## config.mk

```make
export PLATFORM = sky130hd
export DESIGN_NAME = wav_riff_header_parser
export DESIGN_NICKNAME = d
export VERILOG_FILES = /design/src/rtl/wrp_pkg.sv /design/src/rtl/wrp_parse_core.sv /design/src/rtl/wrp_result_queue.sv /design/src/rtl/wav_riff_header_parser.sv
export SDC_FILE = /design/constraint.sdc
export NUM_CORES = 1
export LEC_CHECK = 0
export BUFFER_PORTS_ARGS = -buffer_cell sky130_fd_sc_hd__buf_4
export CAP_MARGIN = 5
export CORE_MARGIN = 4
export CORE_UTILIZATION = 47
export CTS_BUF_LIST = sky130_fd_sc_hd__clkbuf_16
export DETAILED_ROUTE_END_ITERATION = 16
export GPL_ROUTABILITY_DRIVEN = 0
export GPL_TIMING_DRIVEN = 1
export SETUP_SLACK_MARGIN = 0.4
export SLEW_MARGIN = 10
export SYNTH_ARGS = -nofsm -noshare
export SYNTH_HDL_FRONTEND = slang
export SYNTH_SLANG_ARGS = --single-unit
```

## constraint.sdc

```tcl
create_clock -name clk -period 10.4 [get_ports clk]
set_clock_uncertainty 0.05 [all_clocks]
set_input_delay 1.56 -clock clk [delete_from_list [all_inputs] [get_ports clk]]
set_output_delay 1.56 -clock clk [all_outputs]
set_load 0.005 [all_outputs]
```

## src/rtl/wrp_pkg.sv

```systemverilog
// ----------------------------------------------------------------------------
// wrp_pkg
// Shared types and constants of the WAV RIFF header parser: result item,
// packed stream word, push group between core and result queue, tags.
// ----------------------------------------------------------------------------
package wrp_pkg;

	typedef enum logic [1:0] {
		KIND_FORMAT = 2'd0,
		KIND_AUDIO  = 2'd1,
		KIND_ERROR  = 2'd2
	} kind_t;

	typedef enum logic [3:0] {
		ST_OK          = 4'd0,
		ST_NOT_RIFF    = 4'd1,
		ST_NO_WAVE     = 4'd2,
		ST_NO_FMT      = 4'd3,
		ST_NO_DATA     = 4'd4,
		ST_BAD_SIZE    = 4'd5,
		ST_SHORT_FMT   = 4'd6,
		ST_DATA_EARLY  = 4'd7,
		ST_NOT_PCM     = 4'd8,
		ST_BAD_CHANS   = 4'd9,
		ST_BAD_BITS    = 4'd10,
		ST_EMPTY_DATA  = 4'd11,
		ST_SHORT_AUDIO = 4'd12
	} status_t;

	localparam logic [31:0] TAG_RIFF = 32'h4646_4952;
	localparam logic [31:0] TAG_WAVE = 32'h4556_4157;
	localparam logic [31:0] TAG_FMT  = 32'h2074_6D66;
	localparam logic [31:0] TAG_DATA = 32'h6174_6164;
	localparam logic [31:0] FMT_LEN  = 32'd16;

	typedef struct packed {
		kind_t       kind;
		status_t     status;
		logic [1:0]  channels;
		logic [31:0] sample_rate;
		logic [4:0]  bits_per_sample;
		logic [30:0] data_size;
		logic [7:0]  audio_byte;
		logic        audio_last;
		logic        run_last;
	} result_t;

	// Stream word on m_tdata; first member is the top bits.
	typedef struct packed {
		logic [4:0]  pad;
		logic        run_last;
		logic [7:0]  audio_byte;
		logic [30:0] data_size;
		logic [4:0]  bits_per_sample;
		logic [31:0] sample_rate;
		logic [1:0]  channels;
		status_t     status;
	} tdata_t;

	localparam int TDATA_W = $bits(tdata_t);

	typedef struct packed {
		logic [1:0] count;
		result_t    first;
		result_t    second;
	} push_t;

endpackage

```

## src/rtl/wrp_parse_core.sv

```systemverilog
// ----------------------------------------------------------------------------
// wrp_parse_core
// Parser state and per-byte update: tag and size shifting, chunk walk,
// fmt capture, skip and audio pass-through; yields up to two results.
// ----------------------------------------------------------------------------
module wrp_parse_core
	import wrp_pkg::*;
(
	input  logic       clk,
	input  logic       arst_n,
	input  logic       step,
	input  logic [7:0] data_byte,
	input  logic       end_of_file,
	output push_t      push
);

	typedef enum logic [3:0] {
		PH_RIFF   = 4'd0,
		PH_RSIZE  = 4'd1,
		PH_WAVE   = 4'd2,
		PH_CID    = 4'd3,
		PH_CSIZE  = 4'd4,
		PH_FMT    = 4'd5,
		PH_SKIP   = 4'd6,
		PH_AUDIO  = 4'd7,
		PH_DONE   = 4'd8,
		PH_IGNORE = 4'd9
	} phase_t;

	typedef struct packed {
		phase_t      phase;
		logic [3:0]  byte_index;
		logic [31:0] tag_shift;
		logic [31:0] size_shift;
		logic [31:0] bytes_left;
		logic        pad_pending;
		logic        have_format;
		logic [15:0] audio_format_code;
		logic [15:0] channel_count;
		logic [31:0] rate_value;
		logic [15:0] sample_bits;
	} state_t;

	state_t      st_q;
	state_t      st_d;
	result_t     res_a;
	result_t     res_b;
	logic [1:0]  nres;
	logic [31:0] chunk_size;
	logic        eof_err;
	status_t     eof_code;
	status_t     fail_code;
	logic        fail;
	logic        audio_end;

	function automatic result_t make_error(input status_t code);
		result_t r;
		r        = '0;
		r.kind   = KIND_ERROR;
		r.status = code;
		return r;
	endfunction

	always_comb begin
		st_d       = st_q;
		res_a      = '0;
		res_b      = '0;
		nres       = 2'd0;
		chunk_size = '0;
		eof_err    = 1'b0;
		eof_code   = ST_OK;
		fail       = 1'b0;
		fail_code  = ST_OK;
		audio_end  = 1'b0;

		unique case (st_q.phase)
			PH_RIFF, PH_RSIZE, PH_WAVE, PH_CID, PH_CSIZE: begin
				if (st_q.phase == PH_CSIZE) begin
					st_d.size_shift = {data_byte, st_q.size_shift[31:8]};
				end else begin
					st_d.tag_shift = {data_byte, st_q.tag_shift[31:8]};
				end
				st_d.byte_index = st_q.byte_index + 4'd1;
				if (st_d.byte_index == 4'd4) begin
					st_d.byte_index = '0;
					chunk_size      = st_d.size_shift;
					priority if (st_q.phase == PH_RIFF) begin
						if (st_d.tag_shift != TAG_RIFF) begin
							fail      = 1'b1;
							fail_code = ST_NOT_RIFF;
						end else begin
							st_d.phase = PH_RSIZE;
						end
					end else if (st_q.phase == PH_RSIZE) begin
						st_d.phase = PH_WAVE;
					end else if (st_q.phase == PH_WAVE) begin
						if (st_d.tag_shift != TAG_WAVE) begin
							fail      = 1'b1;
							fail_code = ST_NO_WAVE;
						end else begin
							st_d.phase = PH_CID;
						end
					end else if (st_q.phase == PH_CID) begin
						st_d.phase = PH_CSIZE;
					end else begin
						// chunk header complete
						priority if (chunk_size[31]) begin
							fail      = 1'b1;
							fail_code = ST_BAD_SIZE;
						end else if (st_q.tag_shift == TAG_FMT) begin
							if (chunk_size < FMT_LEN) begin
								fail      = 1'b1;
								fail_code = ST_SHORT_FMT;
							end else begin
								st_d.phase       = PH_FMT;
								st_d.byte_index  = '0;
								st_d.bytes_left  = chunk_size - FMT_LEN;
								st_d.pad_pending = chunk_size[0];
							end
						end else if (st_q.tag_shift == TAG_DATA) begin
							priority if (!st_q.have_format) begin
								fail      = 1'b1;
								fail_code = ST_DATA_EARLY;
							end else if (st_q.audio_format_code != 16'd1) begin
								fail      = 1'b1;
								fail_code = ST_NOT_PCM;
							end else if (st_q.channel_count != 16'd1 &&
								st_q.channel_count != 16'd2) begin
								fail      = 1'b1;
								fail_code = ST_BAD_CHANS;
							end else if (st_q.sample_bits != 16'd8 &&
								st_q.sample_bits != 16'd16) begin
								fail      = 1'b1;
								fail_code = ST_BAD_BITS;
							end else if (chunk_size == 32'd0) begin
								fail      = 1'b1;
								fail_code = ST_EMPTY_DATA;
							end else begin
								res_a.kind            = KIND_FORMAT;
								res_a.status          = ST_OK;
								res_a.channels        = st_q.channel_count[1:0];
								res_a.sample_rate     = st_q.rate_value;
								res_a.bits_per_sample = st_q.sample_bits[4:0];
								res_a.data_size       = chunk_size[30:0];
								nres                  = 2'd1;
								st_d.bytes_left       = chunk_size;
								st_d.phase            = PH_AUDIO;
							end
						end else begin
							st_d.bytes_left  = chunk_size;
							st_d.pad_pending = chunk_size[0];
							st_d.phase       = (chunk_size == 32'd0) ? PH_CID : PH_SKIP;
						end
					end
				end
			end
			PH_FMT: begin
				unique case (st_q.byte_index)
					4'd0:  st_d.audio_format_code = {8'h00, data_byte};
					4'd1:  st_d.audio_format_code[15:8] = data_byte;
					4'd2:  st_d.channel_count = {8'h00, data_byte};
					4'd3:  st_d.channel_count[15:8] = data_byte;
					4'd4:  st_d.rate_value = {24'h00_0000, data_byte};
					4'd5:  st_d.rate_value[15:8] = data_byte;
					4'd6:  st_d.rate_value[23:16] = data_byte;
					4'd7:  st_d.rate_value[31:24] = data_byte;
					4'd14: st_d.sample_bits = {8'h00, data_byte};
					4'd15: st_d.sample_bits[15:8] = data_byte;
					default: ;
				endcase
				if (st_q.byte_index == 4'd15) begin
					st_d.byte_index  = '0;
					st_d.have_format = 1'b1;
					st_d.phase = (st_q.bytes_left != 32'd0 || st_q.pad_pending) ?
						PH_SKIP : PH_CID;
				end else begin
					st_d.byte_index = st_q.byte_index + 4'd1;
				end
			end
			PH_SKIP: begin
				if (st_q.bytes_left != 32'd0) begin
					st_d.bytes_left = st_q.bytes_left - 32'd1;
				end else begin
					st_d.pad_pending = 1'b0;
				end
				if (st_d.bytes_left == 32'd0 && !st_d.pad_pending) begin
					st_d.phase      = PH_CID;
					st_d.byte_index = '0;
				end
			end
			PH_AUDIO: begin
				audio_end        = (st_q.bytes_left <= 32'd1);
				res_a.kind       = KIND_AUDIO;
				res_a.status     = ST_OK;
				res_a.audio_byte = data_byte;
				res_a.audio_last = audio_end;
				nres             = 2'd1;
				if (st_q.bytes_left != 32'd0) begin
					st_d.bytes_left = st_q.bytes_left - 32'd1;
				end
				if (audio_end) begin
					st_d.phase = PH_DONE;
				end
			end
			PH_DONE, PH_IGNORE: ;
			default: ;
		endcase

		if (fail) begin
			res_a      = make_error(fail_code);
			nres       = 2'd1;
			st_d.phase = PH_IGNORE;
		end

		// end of file: report by the phase reached, then restart
		if (end_of_file) begin
			eof_err = 1'b1;
			unique case (st_d.phase)
				PH_RIFF:                     eof_code = ST_NOT_RIFF;
				PH_RSIZE, PH_WAVE:           eof_code = ST_NO_WAVE;
				PH_CID, PH_CSIZE, PH_SKIP:
					eof_code = st_d.have_format ? ST_NO_DATA : ST_NO_FMT;
				PH_FMT:                      eof_code = ST_SHORT_FMT;
				PH_AUDIO:                    eof_code = ST_SHORT_AUDIO;
				default:                     eof_err  = 1'b0;
			endcase
			if (eof_err) begin
				if (nres == 2'd0) begin
					res_a = make_error(eof_code);
					nres  = 2'd1;
				end else begin
					res_b = make_error(eof_code);
					nres  = 2'd2;
				end
			end
			st_d = '0;
		end

		if (nres == 2'd1) begin
			res_a.run_last = 1'b1;
		end
		if (nres == 2'd2) begin
			res_b.run_last = 1'b1;
		end
	end

	always_ff @(posedge clk or negedge arst_n) begin
		if (!arst_n) begin
			st_q <= '0;
		end else if (step) begin
			st_q <= st_d;
		end
	end

	assign push.count  = nres;
	assign push.first  = res_a;
	assign push.second = res_b;

endmodule

```

## src/rtl/wrp_result_queue.sv

```systemverilog
// ----------------------------------------------------------------------------
// wrp_result_queue
// Small result queue: takes up to two results per cycle, gives one per
// handshake, and flags room for a full push.
// ----------------------------------------------------------------------------
module wrp_result_queue
	import wrp_pkg::*;
#(
	parameter int DEPTH = 4
) (
	input  logic    clk,
	input  logic    arst_n,
	input  logic    push_en,
	input  push_t   push,
	output logic    room,
	output logic    out_valid,
	input  logic    out_ready,
	output result_t head
);

	localparam int PTR_W = (DEPTH > 2) ? $clog2(DEPTH) : 1;
	localparam int CNT_W = $clog2(DEPTH + 1);

	result_t            mem [DEPTH];
	logic [PTR_W-1:0]   wr_q;
	logic [PTR_W-1:0]   rd_q;
	logic [PTR_W-1:0]   wr_next;
	logic [CNT_W-1:0]   cnt_q;
	logic [1:0]         n_push;
	logic               pop;

	function automatic logic [PTR_W-1:0] next_ptr(input logic [PTR_W-1:0] p);
		return (p == PTR_W'(DEPTH - 1)) ? '0 : p + PTR_W'(1);
	endfunction

	assign wr_next   = next_ptr(wr_q);
	assign n_push    = push_en ? push.count : 2'd0;
	assign out_valid = (cnt_q != '0);
	assign pop       = out_valid && out_ready;
	assign room      = (cnt_q <= CNT_W'(DEPTH - 2));
	assign head      = mem[rd_q];

	always_ff @(posedge clk or negedge arst_n) begin
		if (!arst_n) begin
			wr_q  <= '0;
			rd_q  <= '0;
			cnt_q <= '0;
		end else begin
			unique case (n_push)
				2'd1:    wr_q <= wr_next;
				2'd2:    wr_q <= next_ptr(wr_next);
				default: ;
			endcase
			if (pop) begin
				rd_q <= next_ptr(rd_q);
			end
			cnt_q <= cnt_q + CNT_W'(n_push) - CNT_W'(pop);
		end
	end

	always_ff @(posedge clk) begin
		if (n_push != 2'd0) begin
			mem[wr_q] <= push.first;
		end
		if (n_push == 2'd2) begin
			mem[wr_next] <= push.second;
		end
	end

endmodule

```

## src/rtl/wav_riff_header_parser.sv

```systemverilog
// ----------------------------------------------------------------------------
// wav_riff_header_parser
// Byte-stream WAV parser: checks RIFF/WAVE, walks chunks, captures the PCM
// format, then passes the audio bytes through with format and error items.
// ----------------------------------------------------------------------------
//
//  channel | dir | tdata                 | tuser       | tlast
//  --------+-----+-----------------------+-------------+------------------
//  s_      | in  | data_byte [7:0]       | -           | end_of_file
//  m_      | out | see tdata_t, 88 bits  | result_kind | audio_last
//
//  One input byte per cycle while s_tready is high: the parser state updates in
//  a single pass of logic, and its results enter the result queue at the
//  accepting edge, so the first of them can be offered on m_ right after it.
//  A byte causes at most two results; with m_tready high the queue drains one
//  per cycle, so bytes that cause at most one result sustain one byte per cycle.
//  s_tready drops while the queue has fewer than two free places.
//  arst_n clears parser state and empties the queue; no clearing pass.
//  End of file returns the parser to its reset state after its results.
//
module wav_riff_header_parser
	import wrp_pkg::*;
#(
	parameter int QUEUE_DEPTH = 4
) (
	input  logic               clk,
	input  logic               arst_n,
	input  logic               s_tvalid,
	output logic               s_tready,
	input  logic [7:0]         s_tdata,   // [7:0] data_byte
	input  logic               s_tlast,   // end_of_file
	output logic               m_tvalid,
	input  logic               m_tready,
	// [3:0] status, [5:4] channels, [37:6] sample_rate, [42:38] bits_per_sample,
	// [73:43] data_size, [81:74] audio_byte, [82] run_last, [87:83] zero
	output logic [TDATA_W-1:0] m_tdata,
	output logic [1:0]         m_tuser,   // [1:0] result_kind
	output logic               m_tlast    // audio_last
);

	logic    accept;
	logic    room;
	push_t   push;
	result_t head;
	tdata_t  word;

	// take a byte only when a full two-result push fits
	assign s_tready = room;
	assign accept   = s_tvalid && s_tready;

	wrp_parse_core u_core (
		.clk         (clk),
		.arst_n      (arst_n),
		.step        (accept),
		.data_byte   (s_tdata),
		.end_of_file (s_tlast),
		.push        (push)
	);

	wrp_result_queue #(
		.DEPTH (QUEUE_DEPTH)
	) u_queue (
		.clk       (clk),
		.arst_n    (arst_n),
		.push_en   (accept),
		.push      (push),
		.room      (room),
		.out_valid (m_tvalid),
		.out_ready (m_tready),
		.head      (head)
	);

	// pack the head result onto the stream word
	always_comb begin
		word                 = '0;
		word.status          = head.status;
		word.channels        = head.channels;
		word.sample_rate     = head.sample_rate;
		word.bits_per_sample = head.bits_per_sample;
		word.data_size       = head.data_size;
		word.audio_byte      = head.audio_byte;
		word.run_last        = head.run_last;
	end

	assign m_tdata = word;
	assign m_tuser = head.kind;
	assign m_tlast = head.audio_last;

endmodule

```

Yosys cells after proc, flatten, opt, wreduce, memory -nomap -nowiden --
Memory sizes are Yosys's and may differ from the RTL's. Cells that the tools add are included.
Storage, ports and cells: memory bits (writable) 344, flip-flop bits (word level) 193, input bits 13, memories kept 1, output and inout port bits 93
Memories:
- u_queue.mem | words 4, width 86, rd ports 1, clocked after Yosys merged registers in 0, write ports 2, RTL line wrp_result_queue.sv:24 | result_t mem [DEPTH];
Cells by class: equal/unequal tests 54, add/subtract/negate cells 8, magnitude comparators 3, mux-type cells 159, reductions and logical operators 50
Operators by type and width (count):
- $mux 76 | 12
- $mux 86 | 7
- $mux 32 | 12
- $mux 33 | 8
- $mux 186 | 1
- $mux 4 | 36
- $mux 70 | 2
- $pmux 32 s3 | 1
- $pmux 8 s2 | 6
- $mux 81 | 1
- $logic_not 32->1 | 2
- $mux 64 | 1
- $mux 8 | 8
- $ne 32x31->1 const B | 2
- $eq 4x3->1 const B | 13
- $mux 2 | 21
- $reduce_and 3->1 | 11
- $eq 32x30->1 const B | 1
- $eq 32x31->1 const B | 1
- $le 32x1->1 const B | 1
- $lt 32x5->1 const B | 1
- $ne 16x1->1 const B | 2
- $reduce_bool 32->1 | 1
- $sub 32x1->32 const B | 1
- other kinds (44) | 122

Logic depth before layout (Yosys ltp) --
Gate-level depths: netlist (run 1).
depth after elaboration 29, mapped depth 25, gate-level depth less buffers 21

Cells and area by module --
Synthesis (run 1) repeated with hierarchy kept, for this count alone.
Unflattened totals: cells, all modules 2448, area total of the unflattened synthesis 29562.1 um2
Modules (own cells, without submodules):
- wrp_result_queue | cells each 888, times used 1, area each 17060.1 um2
- wrp_parse_core | cells each 1553, times used 1, area each 12454.4 um2
- wav_riff_header_parser | cells each 7, times used 1, area each 47.5 um2

Worst setup path after synthesis (run 1) --
Ideal clock, no wire load.
kind register -> register, start point register u_core.st_q[183] (netlist bit), end point memory u_queue.mem[3][49] (netlist bit), setup time 0.060 ns, required time 10.290 ns, arrival time 5.775 ns, stages on the path, launching flop included 26, slack 4.516 ns, cell sequence dfrtp_1 clkbuf_1 or4b_1 buf_2 buf_2 mux2i_1 ha_1 nand4_1 a221o_1 nand4b_1 nor3_1 or2_2 nor2_1 inv_1 ha_1 nand2_1 o21ai_0 and2_1 inv_1 ha_1 clkbuf_1 nand2_1 nand2_1 nor4_1 clkbuf_1 a22o_1
RTL lines:
- start, declared | RTL line wrp_parse_core.sv:44 | state_t st_q;
- start signal, assigned | RTL line wrp_parse_core.sv:251 | st_q <= st_d;
- end, declared | RTL line wrp_result_queue.sv:24

==> results, run 1 <==
- The run finished with clean final reports.
- The final critical path time including I/O delays and setup is 7880 ps.
- The element type at the critical path end is a register.
- The actual slew at the worst max-slew pin is 1071 ps.
- The wire length of the first global-routing pass is 116300 um.
- Synthesis inferred between 500 and 600 register bits.
- Counting instances in the post-synthesis netlist gives the leading cell types as 320 x sky130_fd_sc_hd__dfxtp_1, 295 x sky130_fd_sc_hd__o21ai_0, 289 x sky130_fd_sc_hd__nand2_1.
- In this run the number of H-tree levels came out at 2.
- In the global route stage, overall resource usage came out at 0.2609.
- The I/O pin count is 106.
- Counting along the longest clock path gives a buffer depth of 3.
- The mean post-synth cell area is 10.12 um^2.
- The share of the Yosys chip area taken by registers is 0.4917.
- The post-detailed-route DRC marker count is 0.
- The type of the setup path with the least slack is register to register.
- The root buffer cell is sky130_fd_sc_hd__clkbuf_16.
- After routing the design area is 27530 um^2.
- The number of hold-repair buffers added at the cts stage is 0.
- The cell leakage power is 11.11 nW.
- The number of nets with antenna violations after detailed routing is 0.
- The final layout contains routed wiring with a total length of between 70000 and 80000 um.
- The count of standard-cell rows is 83.
- The number of buffers and inverters on the critical path is 4.
- The kind of cell adding the most delay to the critical path is simple AND/OR/NAND/NOR gates.
- In the final layout, the share of cells above drive strength 1 is 0.1423.
- Setup violations remaining at the end of the flow were counted as 0.
- The clock net in this run drives a total of about 540 sinks.
- The gate count after technology mapping is around 2400.
- Across the VDD grid, the largest voltage drop is about 300 uV.
- The initial standard-cell utilization of the core is 0.4740.
- The worst relative slew slack is 0.2653.
- The die covers 55440 um^2.
- The post-cts sizing count is 0.
- For this run, the number of Yosys warnings is 0.
- Based on the critical path, the design can be clocked at up to 0.1269 GHz.
- In this design, the stage delay of the slowest critical-path cell is 1110 ps.
- The CTS clock-pin slew for the worst setup and hold paths is ~70 ps.
- After the first detailed-routing iteration, the DRC count stood at 1928.
- TritonCTS built the clock tree.
- The cell area after placement is 25590 um^2.
- The leading area contributor after synthesis is sky130_fd_sc_hd__dfxtp_1.
- Of the available clock period, the critical path in the final layout requires 0.7577.
- The number of buffers inserted during clock tree synthesis is 56.
- The biggest fanout along the worst timing path is 32.
- In this run the standard cell core region covers 51300 um^2.
- In the final routed layout, each cell accounts on average for 23.79 um.
- The number of different library cells used by synthesis comes to 85.
- The type of the most critical hold path is register to register.
- The fraction of synthesis flops using an asynchronous set or reset pin is 0.3594.
- For this run, the post-layout net count is 2451.
- The HPWL reported at the end of detailed placement is 49010 um.
- In this run, synthesis inferred 24 flip-flops with an integrated enable.
- The worst-path cell with the longest stage delay is sky130_fd_sc_hd__or4b_2.
- In the routed layout, each cell is associated on average with a via count of 6.391.
- After synthesis, the cell types taking the most area are sky130_fd_sc_hd__dfxtp_1 26%, sky130_fd_sc_hd__dfrtp_1 20%, sky130_fd_sc_hd__a22o_1 8.6%, sky130_fd_sc_hd__mux4_2 8.0%, sky130_fd_sc_hd__o21ai_0 6.1%.
- Setup repair after global routing left no endpoint under its margin.
- The via count of the first global-routing pass was 19230.
- In this run the cell area of the synthesized design comes to 24320 um^2.
- The number of endpoints with negative hold slack in the final report is 0.
- Summed over all layers, the global routing overflow is 0.
- STA classifies the critical path startpoint as a register.
- The floorplan die width is 235.5 um.
- The clock latency of the later-clocked register in the worst-skew pair is 620 ps.
- Entering global routing, the biggest net connects 68 pins.
- From synthesis to final layout, the design area changed by 13.20%.
- The worst endpoint required time is 10670 ps.
- The most frequently used flop master after synthesis is sky130_fd_sc_hd__dfxtp_1.
- sky130_fd_sc_hd__dfxtp_1 is the most common cell in the netlist.
- The data arrival time of the critical path is 8150 ps.
- The share of synthesized area in the top cell type comes to 0.2634.
- Power spread over the standard cell area amounts to 291.6 nW/um^2.
- The port buffer count is 100.
- The overall die height is 235.5 um.
- The via count of the routed design is 20060.
- The repair_antennas step left the layout with diodes totalling 0.
- The first detailed-routing pass ran for 5 iterations.
- The total of fill cells in the finished design is 4534.
- The number of slew-limit violations in the final report is 0.
- The setup TNS after final layout is 0 ps.
- The number of antenna violations at the first check in global routing is 1.
- The number of maximum-capacitance constraint violations is 0.
- The number of buffers added for setup after CTS is 0.
- Walking the worst path, the cells encountered are or4b_2, mux2i_1, ha_1, nand4_1, a221o_1, nand4b_1, nor3_1, or2_2, nor2_1, inv_1, ha_1, nand2_1, o21ai_0, and2_1, inv_1, ha_1, a21oi_4, buf_4, inv_1.
==> cell usage in the layout (no fill, tap or decap), types with 52 or more instances in the layout <==
cell type	n
sky130_fd_sc_hd__clkbuf_16	62
sky130_fd_sc_hd__nand3_1	75
sky130_fd_sc_hd__nor2_1	101
sky130_fd_sc_hd__a22o_1	239
sky130_fd_sc_hd__o21ai_0	294
sky130_fd_sc_hd__dfxtp_1	320
sky130_fd_sc_hd__nand2_1	289
sky130_fd_sc_hd__mux4_2	86
sky130_fd_sc_hd__dfrtp_1	191
sky130_fd_sc_hd__nor3_1	52
sky130_fd_sc_hd__a21oi_1	61
sky130_fd_sc_hd__buf_4	135
==> per-stage QoR <==
step | setup WS, ps | hold slack [ps] | utilization | power, mW | instances
2_1_floorplan | 4516 | 369.8 | - | 4.888 | 2406
3_3_place_gp | 2928 | 378.2 | 0.4989 | 5.871 | 3038
3_5_place_dp | 2694 | 387.4 | 0.4989 | 5.886 | 3038
4_1_cts | 2688 | 400.9 | 0.5365 | 7.972 | 3139
5_1_grt | 2143 | 425.1 | 0.5366 | 8.443 | 3139
6_report | 2520 | 397.9 | 0.5366 | 8.026 | 3139
==> flip-flops by register name, indices dropped and copies added (netlist names) <==
register	cells
u_queue.cnt_q	3
u_core.st_q	186
u_queue.mem	344
u_queue.wr_q	2
u_queue.rd_q	2
==> worst min-delay path: cells and delay by family (launching register included) <==
| kind | cells | cell delay (ps) |
|---|---|---|
| simple gates | 1 | 40 |
| compound gates | 1 | 60 |
| flops | 1 | 320 |
==> kinds of logic (layout without fill, tap and decap cells) <==
group                    after synthesis  count (layout)  share of synthesized area
AND/OR/NAND/NOR                      736             736                     0.1509
AO/OA/AOI/OAI                        728             728                     0.2016
flip-flops                           537             537                     0.4917
buffers and inverters                215             268                    0.03437
multiplexers                         127             127                    0.09673
XOR/XNOR                              36              36                    0.01297
adder cells (fa/ha/maj)               22              22                    0.01163
other                                  1               5                  0.0001542
==> routing by layer <==
| layer | track usage | up-vias | wire [um] |
|---|---|---|---|
| met2 | 0.3934 | 927 | 32910 |
| li1 | - | 9022 | - |
| met3 | 0.05178 | 121 | 6756 |
| met4 | 0.06798 | 0 | 1700 |
| met5 | 0 | - | 0 |
| met1 | 0.3876 | 9990 | 33320 |
==> layout make-up <==
type,instances,area [um^2],share of cell area
Clock buffer,62,1551,0.05636
Sequential cell,537,11960,0.4346
Multi-Input combinational cell,1654,11640,0.4229
Clock inverter,39,376.6,0.01368
Tap cell,680,850.8,0.03091
Timing Repair Buffer,136,1027,0.03732
Inverter,31,116.4,0.004227
==> path summary, 6_finish.rpt <==
kind                                     from                 end  slack [ps]  depth (start not counted)
setup / recovery             u_core.st_q[182]  u_queue.mem[2][81]        2520                         19
hold / removal             u_queue.mem[1][26]  u_queue.mem[1][26]         400                          2
setup reg to reg             u_core.st_q[182]  u_queue.mem[2][81]        2520                         19
hold reg to reg            u_queue.mem[1][26]  u_queue.mem[1][26]         400                          2
max in group asynchronous              arst_n     u_core.st_q[61]        7260                          3
min in group asynchronous              arst_n     u_queue.rd_q[0]         910                          1
==> power by group <==
part	internal (mW)	switching, mW	total [mW]
registers	2.21	0.324	2.54
logic	1.17	2.24	3.41
clock network	1.22	0.856	2.08
Power figures use the tool's default switching activity.
==> run 2, diff against run 1 <==
clock period = 7.7 ns   (was 10.4 ns; I/O delays follow)
==> results, run 2 (synthesis results as in run 1) <==
- The flow ran to the end, and the final reports show no timing, DRC or antenna violations.
- The maximum count of clock buffers along a single path is 3 (unchanged).
- The flip-flop count of the largest register after layout is 344 (unchanged).
- The number of buffers inserted during clock tree synthesis is 56 (unchanged).
- The setup TNS after final layout is 0 ps (unchanged).
- The largest voltage drop on the vdd net is 319.1 uV (+6.8%).
- The floorplan die width is 235.5 um (unchanged).
- The count of standard-cell rows was 83 (unchanged).
- The CTS clock-pin slew for the worst setup and hold paths is 70 ps (about the same).
- The overall die area is 55440 um^2 (unchanged).
- The core region area came to 51300 um^2 (unchanged).
- The top achievable clock speed came to 0.1476 GHz (+16%).
- The number of maximum-capacitance constraint violations is 0 (unchanged).
- The TritonCTS sink count is 537 (unchanged).
- The total global routing overflow is 0 (unchanged).
- The cell leakage power was 11.14 nW (+0.24%).
- The data arrival time of the critical path is 7280 ps (-870 ps).
- The library cells used most frequently in the layout, excluding fill and tap cells, are 320 x sky130_fd_sc_hd__dfxtp_1, 294 x sky130_fd_sc_hd__o21ai_0, 289 x sky130_fd_sc_hd__nand2_1.
- The worst relative slew slack is 0.2642 (-0.001140).
- The slowest stage of the critical path belongs to the cell sky130_fd_sc_hd__or4b_2.
- The count of final setup violators was 0 (unchanged).
- The initial standard-cell utilization of the core came to 0.4740 (unchanged).
- The maximum number of pins on one net before global-route repair came to 81 (+19%).
- The cell sitting at the root of the clock tree is a sky130_fd_sc_hd__clkbuf_16.
- The startpoint kind of the worst setup timing path is a register.
- The port buffer count came to 100 (unchanged).
- The fraction of final layout cells with drive strength greater than 1 was 0.1461 (+0.003760).
- The number of nets with antenna violations after detailed routing is 0 (unchanged).
- The number of H-tree branching levels is 2 (unchanged).
- The total of fill cells in the finished design is 4582 (+1.1%).
- The via count of the first global-routing pass is 19397 (+0.87%).
- The post-route clock period utilization came to 0.8800 (+0.1224).
- The detailed-router iteration count before antenna repair is 5 (unchanged).
- The HPWL reported at the end of detailed placement is 48160 um (-1.7%).
- The areal power density over the cells came to 391.3 nW/um^2 (+34%).
- The overall die height is 235.5 um (unchanged).
- The clock latency of the later-clocked register in the worst-skew pair is 620 ps (about the same).
- The delay contributed by the slowest stage of the critical path is 1070 ps (-40 ps).
- The via count of the routed design was 20185 (+0.62%).
- The end-of-flow core utilization is 0.5366 (about the same).
- The actual slew at the worst max-slew pin is 1094 ps (+22.27 ps).
- The type of the most critical hold path is register to register.
- Walking the worst path, the cells encountered are or4b_2, mux2i_1, buf_4, ha_1, nand4_1, a221o_1, nand4b_1, buf_4, nor3_1, buf_4, or2_2, nor2_1, inv_1, ha_1, nand2_1, o21ai_0, and2_1, inv_1, ha_2, nand2_1, nand2_1, nor2_1, a22o_1.
- The layout overhead on the synthesized area is 13.20% (about the same).
- The post-detailed-route DRC marker count is 0 (unchanged).
- The number of violations reported at the end of detailed-routing iteration 0 is 1959 (+1.6%).
- The largest registers in the layout are u_queue.mem (344), u_core.st_q (186), u_queue.cnt_q (3).
- The worst setup path is captured at a register.
- Setup repair after global routing left no endpoint under its margin.
- The worst endpoint required time is 8200 ps (-2470 ps).
- The register with the most flip-flops is u_queue.mem.
- The I/O pin count came to 106 (unchanged).
- The biggest fanout along the worst timing path is 21 (-34%).
- The detail-routed via count per cell is 6.404 (+0.21%).
- The total wirelength of the detailed-routed design is 74330 um (-0.48%).
- The total routing usage reported by global routing came to 0.2600 (-0.0009038).
- The number of slew-limit violations in the final report is 0 (unchanged).
- The wire length of the first global-routing pass is 116300 um (about the same).
- The number of antenna violations at the first check in global routing is 1 (unchanged).
- TritonCTS built the clock tree.
- The type of the setup path with the least slack is register to register.
- The final critical path time including I/O delays and setup came to 6776 ps (-1103 ps).
- The number of endpoints with negative hold slack in the final report is 0 (unchanged).
- The total number of nets in the final design is 2459 (+0.33%).
- The average detailed-routed wire length per instance is 23.58 um (-0.90%).
- The most common cell after layout, fill and taps aside is sky130_fd_sc_hd__dfxtp_1.
==> run 2: changes by cell type in the layout (fill, tap and decap cells not counted), moves of 3 or more <==
cell,before,now
sky130_fd_sc_hd__clkbuf_16,62,58
sky130_fd_sc_hd__inv_1,34,38
sky130_fd_sc_hd__clkinv_2,6,11
sky130_fd_sc_hd__clkinv_4,4,1
sky130_fd_sc_hd__buf_4,135,142
==> run 2: per-layer routing <==
| layer | track usage | routed length (um) | share of wire | vias to the layer above |
|---|---|---|---|---|
| met5 | 0 | 13 | 0.00017 | - |
| met4 | 0.05143 | 1223 | 0.016 | 2 |
| met3 | 0.04815 | 6330 | 0.085 | 105 |
| met2 | 0.3869 | 32770 | 0.44 | 881 |
| met1 | 0.3997 | 33990 | 0.46 | 10131 |
| li1 | - | - | - | 9066 |
==> run 2: final cells by class <==
| cell class | instances | area [um^2] | area share |
|---|---|---|---|
| flip-flops and latches | 537 | 11960 | 0.4346 |
| multi-input cells | 1654 | 11640 | 0.4228 |
| clock buffers | 58 | 1451 | 0.05272 |
| repair buffers | 144 | 1100 | 0.03995 |
| well taps | 680 | 850.8 | 0.03091 |
| clock inverters | 47 | 405.4 | 0.01473 |
| inverters | 31 | 116.4 | 0.004227 |
| diodes | 1 | 2.502 | 0.00009090 |
==> run 2: critical path, delay by kind of cell, from the launching register on <==
kind	cells	cell delay [ps]
multiplexers	1	240
AND/OR/NAND/NOR	11	3490
adder cells (fa/ha/maj)	3	850
buffers and inverters	5	700
flip-flops	1	610
AO/OA/AOI/OAI	3	760
==> run 2: power by group <==
group	total [mW]	switching (mW)	internal (mW)	leakage, nW
Sequential	3.42	0.425	2.99	5.46
Combinational	4.63	3.03	1.59	4.73
Clock	2.73	1.16	1.57	0.942
==> run 2: path summary, 6_finish.rpt <==
kind	startpoint	endpoint	slack [ps]	depth (start not counted)
worst min register to register	u_queue.mem[1][25]	u_queue.mem[1][25]	400	2
worst min-delay path	u_queue.mem[1][25]	u_queue.mem[1][25]	400	2
min in group asynchronous	arst_n	u_queue.cnt_q[1]	480	1
worst max-delay path	u_core.st_q[183]	u_queue.mem[2][5]	920	23
max in group asynchronous	arst_n	u_core.st_q[13]	5670	2
worst max register to register	u_core.st_q[183]	u_queue.mem[2][5]	920	23
==> run 2: repair_timing <==
item | 4_1_cts | 5_1_grt
resized for setup | 0 | 1
setup endpoints to repair | 0 | 218
buffers inserted | 0 | 0
hold buffers | 0 | 0
==> run 2: per-stage QoR <==
step | cells | area (um^2) | setup WS (ps) | hold slack (ps) | power [mW]
2_1_floorplan | 2406 | 24330 | 1816 | 369.8 | 6.602
3_3_place_gp | 3046 | 25670 | 794.9 | 377.8 | 7.942
3_5_place_dp | 3046 | 25670 | 715.3 | 388.4 | 7.955
4_1_cts | 3151 | 27520 | 693.4 | 402.7 | 10.69
5_1_grt | 3151 | 27530 | 582.2 | 421.9 | 11.34
6_report | 3152 | 27530 | 923.7 | 401.5 | 10.77
